$ cat src/rtl/core/parallel_nor_flash_command_model_macros.svh
// Assertion macros used by the flash command model controller.
`ifndef PARALLEL_NOR_FLASH_COMMAND_MODEL_MACROS_SVH
`define PARALLEL_NOR_FLASH_COMMAND_MODEL_MACROS_SVH

// Concurrent assertion on clk, switched off while rst is high.
`define PNOR_ASSERT(label, prop, msg) \
  label: assert property (@(posedge clk) disable iff (rst) prop) else $error(msg);

// Concurrent assertion that a condition never holds outside reset.
`define PNOR_NEVER(label, cond, msg) \
  label: assert property (@(posedge clk) disable iff (rst) !(cond)) else $error(msg);

`endif

$ cat src/rtl/core/pnor_pkg.sv
// Shared constants and types of the parallel NOR flash command model.
package pnor_pkg;

  localparam int ADDR_BITS  = 19;
  localparam int ARRAY_SIZE = 1 << ADDR_BITS;
  localparam int IN_ADDR_W  = 19;
  localparam int DATA_W     = 8;
  localparam int DEV_W      = 2;

  localparam int SEC_SMALL_BITS = 12;
  localparam int SEC_LARGE_BITS = (ADDR_BITS < 16) ? ADDR_BITS : 16;

  typedef logic [ADDR_BITS-1:0] arr_addr_t;

  localparam arr_addr_t SEC_SMALL_MASK = ADDR_BITS'((1 << SEC_SMALL_BITS) - 1);
  localparam arr_addr_t SEC_LARGE_MASK = ADDR_BITS'((1 << SEC_LARGE_BITS) - 1);

  // Unlock addresses and the address bits each device type decodes.
  localparam logic [IN_ADDR_W-1:0] PAT_5555     = 19'h55555;
  localparam logic [IN_ADDR_W-1:0] PAT_2AAA     = 19'h2AAAA;
  localparam logic [IN_ADDR_W-1:0] MASK_GENERIC = 19'h7FFFF;
  localparam logic [IN_ADDR_W-1:0] MASK_SST     = 19'h07FFF;
  localparam logic [IN_ADDR_W-1:0] MASK_AMD     = 19'h007FF;

  localparam logic [DEV_W-1:0] DEV_GENERIC = 2'd0;
  localparam logic [DEV_W-1:0] DEV_SST     = 2'd1;
  localparam logic [DEV_W-1:0] DEV_AMD     = 2'd2;

  // Command bytes.
  localparam logic [DATA_W-1:0] CODE_UNLOCK1  = 8'hAA;
  localparam logic [DATA_W-1:0] CODE_UNLOCK2  = 8'h55;
  localparam logic [DATA_W-1:0] CODE_PROGRAM  = 8'hA0;
  localparam logic [DATA_W-1:0] CODE_ERASE    = 8'h80;
  localparam logic [DATA_W-1:0] CODE_ID_ENTRY = 8'h90;
  localparam logic [DATA_W-1:0] CODE_RESET    = 8'hF0;
  localparam logic [DATA_W-1:0] CODE_CHIP     = 8'h10;
  localparam logic [DATA_W-1:0] CODE_SECTOR   = 8'h30;
  localparam logic [DATA_W-1:0] ERASED_BYTE   = 8'hFF;

  // Identification bytes.
  localparam logic [DATA_W-1:0] SST_MFR_ID = 8'hBF;
  localparam logic [DATA_W-1:0] SST_DEV_ID = 8'hB7;
  localparam logic [DATA_W-1:0] AMD_MFR_ID = 8'h01;
  localparam logic [DATA_W-1:0] AMD_DEV_ID = 8'hA4;
  localparam logic [DATA_W-1:0] GEN_ID     = 8'h00;

  typedef enum logic [1:0] {
    RES_ZERO = 2'd0,
    RES_MEM  = 2'd1,
    RES_ID   = 2'd2
  } res_kind_t;

  // Controller to datapath.
  typedef struct packed {
    logic      item_load;
    logic      read_issue;
    res_kind_t res_kind;
    logic      prog_write;
    logic      erase_start;
    logic      erase_chip;
    logic      erase_step;
    logic      out_load;
    logic      id_mode;
    logic      busy;
  } dp_cmd_t;

  // Datapath to controller.
  typedef struct packed {
    logic              is_write;
    logic              hit_5555;
    logic              hit_2aaa;
    logic [DATA_W-1:0] data;
    logic              erase_done;
  } dp_stat_t;

endpackage

$ cat src/rtl/core/pnor_ctrl.sv
// Controller: bus access sequencer and the flash command state machine.
`include "parallel_nor_flash_command_model_macros.svh"

module pnor_ctrl import pnor_pkg::*; (
  input  logic     clk,
  input  logic     rst,
  input  logic     s_tvalid,
  output logic     s_tready,
  output logic     m_tvalid,
  input  logic     m_tready,
  input  dp_stat_t stat,
  output dp_cmd_t  cmd
);

  typedef enum logic [4:0] {
    S_IDLE  = 5'b00001,
    S_EXEC  = 5'b00010,
    S_PROG  = 5'b00100,
    S_ERASE = 5'b01000,
    S_FIN   = 5'b10000
  } seq_t;

  typedef enum logic [8:0] {
    C_READ     = 9'b000000001,
    C_UNLOCK1  = 9'b000000010,
    C_CMD      = 9'b000000100,
    C_ID       = 9'b000001000,
    C_PROGRAM  = 9'b000010000,
    C_EUNLOCK1 = 9'b000100000,
    C_EUNLOCK2 = 9'b001000000,
    C_ECMD     = 9'b010000000,
    C_BUSY     = 9'b100000000
  } cstate_t;

  seq_t    seq, seq_next;
  cstate_t cstate, cstate_next, fallback;
  logic    id_active, id_active_next;
  logic    out_free;

  always_ff @(posedge clk) begin
    if (rst) begin
      seq       <= S_IDLE;
      cstate    <= C_READ;
      id_active <= 1'b0;
      m_tvalid  <= 1'b0;
    end else begin
      seq       <= seq_next;
      cstate    <= cstate_next;
      id_active <= id_active_next;
      if (cmd.out_load) begin
        m_tvalid <= 1'b1;
      end else if (m_tready) begin
        m_tvalid <= 1'b0;
      end
    end
  end

  assign out_free = !m_tvalid || m_tready;
  assign fallback = id_active ? C_ID : C_READ;
  assign s_tready = (seq == S_IDLE) || ((seq == S_FIN) && out_free);

  always_comb begin
    cmd             = '0;
    cmd.res_kind    = RES_ZERO;
    cmd.id_mode     = id_active;
    cmd.busy        = (cstate == C_BUSY);
    seq_next        = seq;
    cstate_next     = cstate;
    id_active_next  = id_active;
    case (seq)
      S_IDLE: begin
        if (s_tvalid) begin
          cmd.item_load = 1'b1;
          seq_next      = S_EXEC;
        end
      end
      S_EXEC: begin
        cmd.read_issue = 1'b1;
        seq_next       = S_FIN;
        if (stat.is_write) begin
          case (cstate)
            C_BUSY: begin
              cstate_next = C_BUSY;
            end
            C_UNLOCK1: begin
              cstate_next = (stat.hit_2aaa && stat.data == CODE_UNLOCK2) ? C_CMD : fallback;
            end
            C_CMD: begin
              if (!stat.hit_5555) begin
                cstate_next = fallback;
              end else if (stat.data == CODE_PROGRAM) begin
                cstate_next = C_PROGRAM;
              end else if (stat.data == CODE_ERASE) begin
                cstate_next = C_EUNLOCK1;
              end else if (stat.data == CODE_ID_ENTRY) begin
                id_active_next = 1'b1;
                cstate_next    = C_ID;
              end else if (stat.data == CODE_RESET) begin
                id_active_next = 1'b0;
                cstate_next    = C_READ;
              end else begin
                cstate_next = fallback;
              end
            end
            C_PROGRAM: begin
              cstate_next = C_BUSY;
              seq_next    = S_PROG;
            end
            C_EUNLOCK1: begin
              cstate_next = (stat.hit_5555 && stat.data == CODE_UNLOCK1) ? C_EUNLOCK2 : fallback;
            end
            C_EUNLOCK2: begin
              cstate_next = (stat.hit_2aaa && stat.data == CODE_UNLOCK2) ? C_ECMD : fallback;
            end
            C_ECMD: begin
              if (stat.hit_5555 && stat.data == CODE_CHIP) begin
                cmd.erase_start = 1'b1;
                cmd.erase_chip  = 1'b1;
                cstate_next     = C_BUSY;
                seq_next        = S_ERASE;
              end else if (stat.data == CODE_SECTOR) begin
                cmd.erase_start = 1'b1;
                cstate_next     = C_BUSY;
                seq_next        = S_ERASE;
              end else begin
                cstate_next = fallback;
              end
            end
            default: begin
              // Read array and ID mode.
              if (stat.hit_5555 && stat.data == CODE_UNLOCK1) begin
                cstate_next = C_UNLOCK1;
              end else if (stat.data == CODE_RESET) begin
                id_active_next = 1'b0;
                cstate_next    = C_READ;
              end
            end
          endcase
        end else begin
          cmd.res_kind = (cstate == C_ID) ? RES_ID : RES_MEM;
          if (cstate == C_BUSY) begin
            cstate_next = fallback;
          end
        end
      end
      S_PROG: begin
        cmd.prog_write = 1'b1;
        seq_next       = S_FIN;
      end
      S_ERASE: begin
        cmd.erase_step = 1'b1;
        if (stat.erase_done) begin
          seq_next = S_FIN;
        end
      end
      S_FIN: begin
        if (out_free) begin
          cmd.out_load = 1'b1;
          if (s_tvalid) begin
            cmd.item_load = 1'b1;
            seq_next      = S_EXEC;
          end else begin
            seq_next = S_IDLE;
          end
        end
      end
      default: begin
        seq_next = S_IDLE;
      end
    endcase
  end

  `PNOR_ASSERT(a_prog_one_cycle, (seq == S_PROG) |=> (seq == S_FIN), "program write not one cycle")
  `PNOR_ASSERT(a_erase_busy, (seq == S_ERASE) |-> (cstate == C_BUSY), "erase without busy state")
  `PNOR_ASSERT(a_fin_waits, (seq == S_FIN) && m_tvalid && !m_tready |=> (seq == S_FIN), "result dropped")
  `PNOR_ASSERT(a_id_entry, $rose(id_active) |-> ($past(cstate) == C_CMD), "ID mode entered outside a command")
  `PNOR_NEVER(a_load_full, cmd.out_load && m_tvalid && !m_tready, "result register overwritten")

endmodule

$ cat config.mk
export PLATFORM = sky130hd
export DESIGN_NAME = pnor_ctrl
export DESIGN_NICKNAME = d
export VERILOG_FILES = /design/src/rtl/core/pnor_pkg.sv /design/src/rtl/core/pnor_ctrl.sv
export VERILOG_INCLUDE_DIRS = /design/src /design/src/rtl/core
export SDC_FILE = /design/constraint.sdc
export NUM_CORES = 1
export LEC_CHECK = 0
export ABC_AREA = 1
export BUFFER_PORTS_ARGS = -buffer_cell sky130_fd_sc_hd__buf_2
export CORE_MARGIN = 1.5
export CORE_UTILIZATION = 40
export DETAILED_ROUTE_END_ITERATION = 16
export SLEW_MARGIN = 15
export SYNTH_ARGS = -nofsm -noshare
export SYNTH_HDL_FRONTEND = slang
export SYNTH_SLANG_ARGS = --single-unit
$ cat constraint.sdc
create_clock -name clk -period 2.58 [get_ports clk]
set_input_delay 0 -clock clk [delete_from_list [all_inputs] [get_ports clk]]
set_output_delay 0 -clock clk [all_outputs]
set_load 0.005 [all_outputs]
==> impl_metrics.toml, run 1 <==
[run_status]
status = "finished clean"

[sta]
skew_ns = 0.00574
drv_slew = 0
timing.final.ws_setup_ns = 0.758
worstMarginPinSlew_ns = 0.413
post-route-period-util_pct = 70.6
finalHoldViolations = 0
grt_setup_unrepaired = "no"
min_period_ns = 1.82
hold_slack_ns = 0.0424
slew_headroom_pct = 72.2
max_freq_mhz = 549
setup_viol = 0
setup_tns_ns = 0

[placement]
dp_cells = 305
dpl_worst_slack_ns = 0.873
io_buffer_count = 28
dp_hpwl_mm = 2.90
gp_congestion = 0.846

[routing]
drt_wl_total_mm = 3.53
drc = 0
vias = 1485
postRouteAntennaNets = 0
drt-initial-drc-count = 73
drt_pass1_iterations = 4
vias_per_cell = 4.77
avgRoutedWirePerCell_um = 11.4

[layout]
layout_common_cells = "nand2_1 (58), nor2_1 (40), inv_1 (35)"
drive_gt1_share_pct = 20.2
layoutNonFillerInstCount = 311
nets = 284
num_antenna_cells = 0
area_delta_synth_final_pct = 16.6
final_common_cell = "nand2_1"

[global_route]
grt_max_degree = 17
grt_usage_pct = 20.6
grt_pass1_wl_mm = 5.74
antenna_found_initial = 0
grt_pass1_vias = 1262
grt_overflow = 0

[power_and_ir_drop]
max-vdd-ir-drop_mv = 0.195
swShare_pct = 31.0
pwr-share-clk_pct = 30.6
power.switching_mw = 0.176
intPower_mw = 0.391
leakagePower_nw = 0.783
combPwrFrac_pct = 22.1
total_power_mw = 0.567
seqPwrFrac_pct = 47.3
power_density_nw_per_um2 = 359

[worst_setup_path]
crit_required_ns = 2.58
reg2reg_setup_slack_ns = 0.82
critPathCaptureType = "primary output"
crit_type = "flip-flop to primary output"
r2r_cells = 11
rr_endpoint = "cstate[6]"
setup.worst_path.start_class = "flip-flop"
cp_max_fo = 3
r2r-start = "cstate[5]"
crit_arrival_ns = 1.82

[yosys]
ys_ff_latch = 16
synth_top_area_cell = "dfxtp_1"
synth_area_leaders = "dfxtp_1 (24%), nand2_1 (16%), nor2_1 (11%)"
ys_types = 27
synth_warnings = 0
avgSynthCellArea_sq_um = 5.71
synth_seq_area_share_pct = 23.7
netlist_area_sq_um = 1350
synth_top_area_share_pct = 23.7
netlist_instances = 237
synth_nets = 253

[clocking]
path_clk_slew_ns = 0.11
htree_levels = 1
cts_sinks = 16
numCtsBuffers = 3
cts_root_buffer = "clkbuf_4"
clk_latency_ns = 0.29
cts_tree = "done"
cts_buffer_depth = 2

[floorplan]
dieArea_sq_um = 3740
start_util_pct = 43.3
fp.coreArea_sq_um = 3130
row_count = 20
die_y_um = 61.2
io-pin-count = 29
die_w_um = 61.2

[job]
maxCapViolCount = 0

[worst_hold_path]
hold_class = "input pin to flip-flop"
min_to = "m_tvalid"
whs_path_depth = 3
hold_start = "m_tready"
## worst max-delay path by stage
stage                         start         to  slack [ns]
after floorplan           cstate[2]  cstate[0]        1.12
after global placement    cstate[3]  cstate[6]        0.88
after detailed placement  cstate[5]  cstate[6]        0.87
after CTS                    seq[1]    cmd[10]        0.73
after global routing         seq[1]    cmd[10]        0.53
final                        seq[1]    cmd[10]        0.76
## sequential cells by signal (all words and copies together), names as in the netlist
signal	flops
id_active	1
m_tvalid	1
seq	5
cstate	9
## power groups by stage
stage | logic [mW] | registers [mW] | clock network, mW
5_1_grt | 0.144 | 0.270 | 0.185
3_5_place_dp | 0.123 | 0.274 | 0
4_1_cts | 0.125 | 0.268 | 0.175
2_1_floorplan | 0.0815 | 0.272 | 0
3_3_place_gp | 0.123 | 0.274 | 0
6_report | 0.125 | 0.268 | 0.174
## metal layers
| layer | wire length, um | vias up | share of wire [%] | track usage (%) |
|---|---|---|---|---|
| met5 | 0 | - | 0 | 0 |
| met4 | 38 | 0 | 1.1 | 5.59 |
| met3 | 140 | 4 | 4.0 | 3.15 |
| met2 | 1420 | 40 | 40 | 29.3 |
| met1 | 1940 | 628 | 55 | 31.8 |
| li1 | - | 813 | - | - |
## kinds of logic after synthesis
logic type | synth area share [%]
compound gates | 11.9
buf+inv | 13.3
flops | 23.7
simple gates | 51.1
## repair_timing
| item | 4_1_cts | 5_1_grt |
|---|---|---|
| endpoints found under the setup margin | 0 | 0 |
| setup buffers | 0 | 0 |
| hold endpoints to repair | 5 | 0 |
| hold buffers | 2 | 0 |
| resized for setup | 0 | 0 |
## stage by stage
step / util (%) / cell area, sq um
finish: 50.5 / 1580
global route: 50.5 / 1580
CTS: 50.5 / 1580
detailed placement: 48.7 / 1520
global placement: 48.7 / 1520
floorplan: - / 1350
## Yosys cell counts
cell type and n:
a21boi_0 1, a21oi_1 8, a21oi_2 2, a31oi_1 2
buf_4 1, buf_6 1, clkbuf_1 2, dfxtp_1 16
inv_1 35, inv_2 6, nand2_1 58, nand2_2 2
nand2_4 1, nand3_1 22, nand3_2 4, nand4_1 3
nor2_1 40, nor2_2 4, nor2_4 1, nor3_1 9
nor3_2 1, nor4_1 3, nor4_4 1, o2111a_1 1
o21a_1 3, o21ai_0 8, o21ai_1 2
## final cells by class
class                      instances  area, sq um
inverter                          41          154
multi-input combinational        176          853
tap                               44         55.1
fill                             343         1550
clock buffer                       4         36.3
sequential                        16          320
timing repair buffer              30          160
## critical path, stage by stage, from the launching register on
cell and delay [ns]:
dfxtp_1 0.33, inv_1 0.12, nand2_1 0.09, nor3_1 0.37
inv_1 0.13, nor2_1 0.13, inv_1 0.05, nand2_1 0.06
nand2_1 0.09, inv_1 0.05, buf_2 0.10
No activity file was read; power rests on OpenSTA's default activity.
==> inputs of run 2 (changes only) <==
- ABC_AREA: 1 -> 0
- clock period: 2.58 -> 1.71 ns (I/O delays scaled with it)
==> run 2 against run 1 <==
Effect of this change: the run now ends with negative setup slack left; clock power is 52% higher; global-route usage is 4.9 points higher; combinational power is 98% higher; critical path type unchanged; highest routed layer unchanged.
==> impl_metrics.toml, run 2 <==
[global_route]
grt_pass1_wl_mm = 7.02
antenna_found_initial = 0
met2_usage_pct = 44.4
grt_max_degree = 17
grt_pass1_vias = 1575
grt_usage_pct = 25.5
grt_overflow = 0
met1_usage_pct = 32.8
gr-max-usage-layer = "met2"
grt_use_met3_pct = 3.84

[yosys]
synth_edf_count = 0
netlist_area_sq_um = 1330
synth_top_area_share_pct = 24.0
ys.flop_type = "dfxtp_1"
ys_top_cells_by_count = "nor2_1 (25), dfxtp_1 (16), a21oi_1 (11), nand2_1 (11), nor3_1 (11)"
ys_types = 53
synth.most_common_cell = "nor2_1"
avgSynthCellArea_sq_um = 7.32
synthArstFlopShare_pct = 0
synth_warnings = 0
synth_seq_area_share_pct = 24.0
synth_top_area_cell = "dfxtp_1"
synth_area_leaders = "dfxtp_1 (24%), nor2_1 (7.0%), nand2b_1 (4.2%)"
netlist_instances = 182
ys_ff_latch = 16
synth_nets = 198

[routing]
avgRoutedWirePerCell_um = 15.1
drt-initial-drc-count = 57
drt_pass1_iterations = 4
postRouteAntennaNets = 0
drc = 0
vias_per_cell = 5.59
vias = 1723
drt_wl_total_mm = 4.65

[worst_setup_path]
crit_arrival_ns = 1.81
crit_path_frequent_cell = "buf_6"
crit_required_ns = 1.71
setup.worst_path.start_class = "flip-flop"
slowest_delay_ns = 0.36
slowest_stage = "dfxtp_4"
critPathCaptureType = "primary output"
cp_cell_sequence = "buf_6 -> nor4b_4 -> buf_4 -> and3_4 -> buf_6 -> and4b_1 -> buf_2"
cp_max_fo = 2
crit_type = "flip-flop to primary output"

[layout]
multiInputGateArea_sq_um = 1130
layoutNonFillerInstCount = 308
num_antenna_cells = 0
final_common_cell = "buf_4"
largest_reg_flops = 9
layout_common_cells = "buf_4 (52), buf_2 (29), nor2_1 (21)"
drive_gt1_share_pct = 51.5
register_area_sq_um = 337
regMostFlops = "cstate"
nets = 281
fillers = 269
biggestRegsByFlops = "cstate: 9 flops, seq: 5 flops"
area_delta_synth_final_pct = 63.5

[floorplan]
start_util_pct = 42.9
dieArea_sq_um = 3690
io-pin-count = 29
die_y_um = 60.7
fp.coreArea_sq_um = 3100
die_w_um = 60.7
row_count = 20

[power_and_ir_drop]
leakagePower_nw = 0.902
seqPwrFrac_pct = 43.5
power.switching_mw = 0.276
total_power_mw = 0.904
max-vdd-ir-drop_mv = 0.276
power_density_nw_per_um2 = 415
pwr-share-clk_pct = 29.2
intPower_mw = 0.628
swShare_pct = 30.5
combPwrFrac_pct = 27.3

[sta]
min_period_ns = 1.81
setup_tns_ns = -0.502
drv_slew = 0
grt_setup_unrepaired = "yes"
worstMarginPinSlew_ns = 0.503
max_freq_mhz = 551
timing.final.ws_setup_ns = -0.105
slew_headroom_pct = 66.2
skew_ns = 0.00852
post-route-period-util_pct = 106
finalHoldViolations = 0
setup_viol = 11

[run_status]
status = "finished with violations"
failed_checks = "negative setup slack"

[clocking]
clk_latency_ns = 0.30
cts_sinks = 16
cts_root_buffer = "clkbuf_4"
cts_tree = "done"
path_clk_slew_ns = 0.11
hold_buffers = 0
cts_buffer_depth = 2
htree_levels = 1
numCtsBuffers = 3

[placement]
dp_hpwl_mm = 3.41
gp_congestion = 0.869
io_buffer_count = 28
dp_cells = 293

[worst_hold_path]
hold_class = "input pin to flip-flop"

[job]
maxCapViolCount = 0
[run 2: changes by cell type after synthesis, sizes merged, moves of 4 or more]
cell	change
nor2b	+6
inv	-36
nor2	-20
nand2b	+9
nor3b	+6
nand2	-50
nand3	-19
mux2i	+4
nand4b	+4
[run 2: critical path: cells and delay by family (launching register included)]
kind	cells	cell delay [ns]
and+or+nand+nor	3	0.68
buffers and inverters	4	0.48
DFF	1	0.36
[run 2: cell type report]
| type | count | area share [%] |
|---|---|---|
| well taps | 44 | 2.53 |
| flip-flops and latches | 16 | 15.5 |
| clock buffers | 4 | 1.67 |
| multi-input cells | 152 | 51.8 |
| inverters | 5 | 0.862 |
| repair buffers | 87 | 27.7 |
[run 2: per-layer routing]
metal,up-vias,wire length (um),part of all wire (%)
li1,840,-,-
met1,819,2050,44
met2,52,2330,50
met3,12,196,4.2
met4,0,78,1.7
met5,-,0,0
[run 2: timing repair]
item	4_1_cts	5_1_grt
cloned	0	1
endpoints found under the setup margin	14	16
resized for setup	22	24
buffers inserted	8	2
pin swaps	8	7
[run 2: stage by stage]
step | area (sq um) | setup slack, ns | hold slack (ns) | utilization [%]
6_report | 2180 | -0.105 | 0.0246 | 70.2
4_1_cts | 2050 | -0.0986 | 0.0186 | 66.2
3_5_place_dp | 1880 | -0.118 | 0.345 | 60.7
2_1_floorplan | 1390 | 0.00282 | 0.0716 | -
5_1_grt | 2180 | -0.175 | 0.0243 | 70.2
3_3_place_gp | 1880 | -0.0808 | 0.330 | 60.7
[run 2: final timing paths]
| path | depth (start not counted) | endpoint | slack [ns] | startpoint |
|---|---|---|---|---|
| max | 7 | cmd[4] | -0.10 | cstate[1] |
| min | 3 | cstate[8] | 0.02 | stat[11] |
| max reg2reg | 7 | cstate[0] | -0.08 | cstate[1] |
| min reg2reg | 2 | id_active | 0.52 | id_active |
[run 2: logic make-up after synthesis]
logic type	count (synthesis)	share of synthesized area, %
XOR/XNOR	3	1.97
AO/OA/AOI/OAI	37	18.8
AND/OR/NAND/NOR	108	47.0
flip-flops	16	24.0
multiplexers	4	3.00
buffers and inverters	14	5.16
[run 2: power groups by stage]
stage	sequential (mW)	clock (mW)	combinational, mW
after floorplan	0.406	0	0.116
after global placement	0.403	0	0.217
after detailed placement	0.404	0	0.226
after CTS	0.394	0.268	0.234
after global routing	0.394	0.287	0.269
final	0.393	0.264	0.247
==> inputs of run 3 (changes only) <==
- SETUP_SLACK_MARGIN: unset -> 0.2
- clock period: 1.71 -> 2 ns (I/O delays scaled with it)
==> run 3 against run 2 <==
Effect of this change: the flow now finishes without violations; cell area fell by 15%; clock power fell by 17%; flip-flop and latch count stayed put; critical path type is now flip-flop to flip-flop; critical endpoint is now cstate[0]; highest routed layer unchanged.
==> impl_metrics.toml, run 3 (synthesis gave the netlist of run 2 again) <==
[run_status]
status = "finished clean"

[clocking]
path_clk_slew_ns = 0.10
cts_root_buffer = "clkbuf_4"
clk_latency_ns = 0.29
hold_buffers = 0
htree_levels = 1
numCtsBuffers = 3
cts_tree = "done"
cts_buffer_depth = 2
cts_sinks = 16

[floorplan]
fp.coreArea_sq_um = 3100
row_count = 20
die_y_um = 60.7
dieArea_sq_um = 3690
die_w_um = 60.7
io-pin-count = 29
start_util_pct = 42.9

[routing]
vias_per_cell = 5.69
drt_wl_total_mm = 3.90
drt-initial-drc-count = 97
drc = 0
vias = 1558
avgRoutedWirePerCell_um = 14.2
postRouteAntennaNets = 0
drt_pass1_iterations = 4

[placement]
io_buffer_count = 28
dp_cells = 263
dp_hpwl_mm = 2.85
dpl_worst_slack_ns = 0.0163
gp_congestion = 0.879

[worst_setup_path]
crit_type = "flip-flop to flip-flop"
crit_arrival_ns = 1.96
cp_max_fo = 9
critPathCaptureType = "flip-flop"
setup.worst_path.start_class = "flip-flop"
crit_required_ns = 2.19

[sta]
setup_tns_ns = 0
post-route-period-util_pct = 88.2
drv_slew = 0
finalHoldViolations = 0
worstMarginPinSlew_ns = 0.567
min_period_ns = 1.76
timing.final.ws_setup_ns = 0.236
slew_headroom_pct = 61.7
setup_viol = 0
max_freq_mhz = 567
grt_setup_unrepaired = "yes"
skew_ns = 0.00415

[layout]
final_common_cell = "buf_2"
fillers = 294
drive_gt1_share_pct = 38.7
regMostFlops = "cstate"
register_area_sq_um = 335
biggestRegsByFlops = "cstate: 9 flops, seq: 5 flops"
multiInputGateArea_sq_um = 1080
layout_common_cells = "buf_2 (28), nor2_1 (23), buf_4 (23)"
area_delta_synth_final_pct = 39.1
largest_reg_flops = 9
layoutNonFillerInstCount = 274
num_antenna_cells = 0
nets = 247

[power_and_ir_drop]
power_density_nw_per_um2 = 407
max-vdd-ir-drop_mv = 0.150
leakagePower_nw = 0.727

[global_route]
grt_pass1_wl_mm = 6.27
grt_overflow = 0
grt_pass1_vias = 1372
grt_max_degree = 17
antenna_found_initial = 0
grt_usage_pct = 22.3

[worst_hold_path]
hold_class = "input pin to flip-flop"

[job]
maxCapViolCount = 0
-- run 3: cell count changes in the layout (fill, tap and decap cells not counted), sizes merged --
| cell | delta |
|---|---|
| buf | -35 |
| o31a | +1 |
-- run 3: final timing paths --
| path | start | endpoint | slack (ns) | cells after the start |
|---|---|---|---|---|
| worst max register to register | cstate[6] | cstate[0] | 0.24 | 6 |
| worst min register to register | cstate[3] | cstate[3] | 0.55 | 2 |
| worst min-delay path | stat[8] | id_active | 0.03 | 3 |
| worst max-delay path | cstate[6] | cstate[0] | 0.24 | 6 |
-- run 3: metal layers --
layer	vias up	wire length [um]	global-route usage [%]	part of all wire, %
li1	781	-	-	-
met1	738	1860	32.6	48
met2	33	1850	34.6	48
met3	6	112	1.28	2.9
met4	0	71	8.70	1.8
met5	-	0	0	0
-- run 3: report_power, final --
group	leakage, nW	total [mW]	switching (mW)	internal [mW]
logic	0.572	0.202	0.109	0.0927
registers	0.134	0.333	0.00747	0.325
clock network	0.0210	0.220	0.110	0.111
total	0.727	0.755	0.226	0.529
-- run 3: layout make-up --
cell class	count	area share [%]
tap	44	2.97
inverter	5	1.01
sequential	16	18.1
multi-input combinational	153	58.5
clock buffer	4	1.96
timing repair buffer	52	17.5
-- run 3: timing repair --
action / in CTS / in global routing
setup endpoints to repair: 12 / 15
pin swaps: 2 / 7
buffers inserted: 4 / 2
gates cloned: 0 / 1
gates resized for setup: 11 / 20
-- run 3: per-stage QoR --
step	hold WS (ns)	instance area (sq um)	power, mW	utilization [%]
floorplan	0.0716	1350	0.446	-
CTS	0.0149	1740	0.747	56.1
finish	0.0279	1850	0.755	59.7
global route	0.0347	1850	0.805	59.7
global placement	0.322	1630	0.517	52.5
detailed placement	0.328	1630	0.521	52.5
-- run 3: critical path, stage by stage, from the launching register on --
cell	delay, ns
dfxtp_4	0.40
nor3_1	0.31
nand4b_1	0.19
buf_4	0.19
nor4_4	0.26
o22ai_1	0.10
a31o_1	0.22
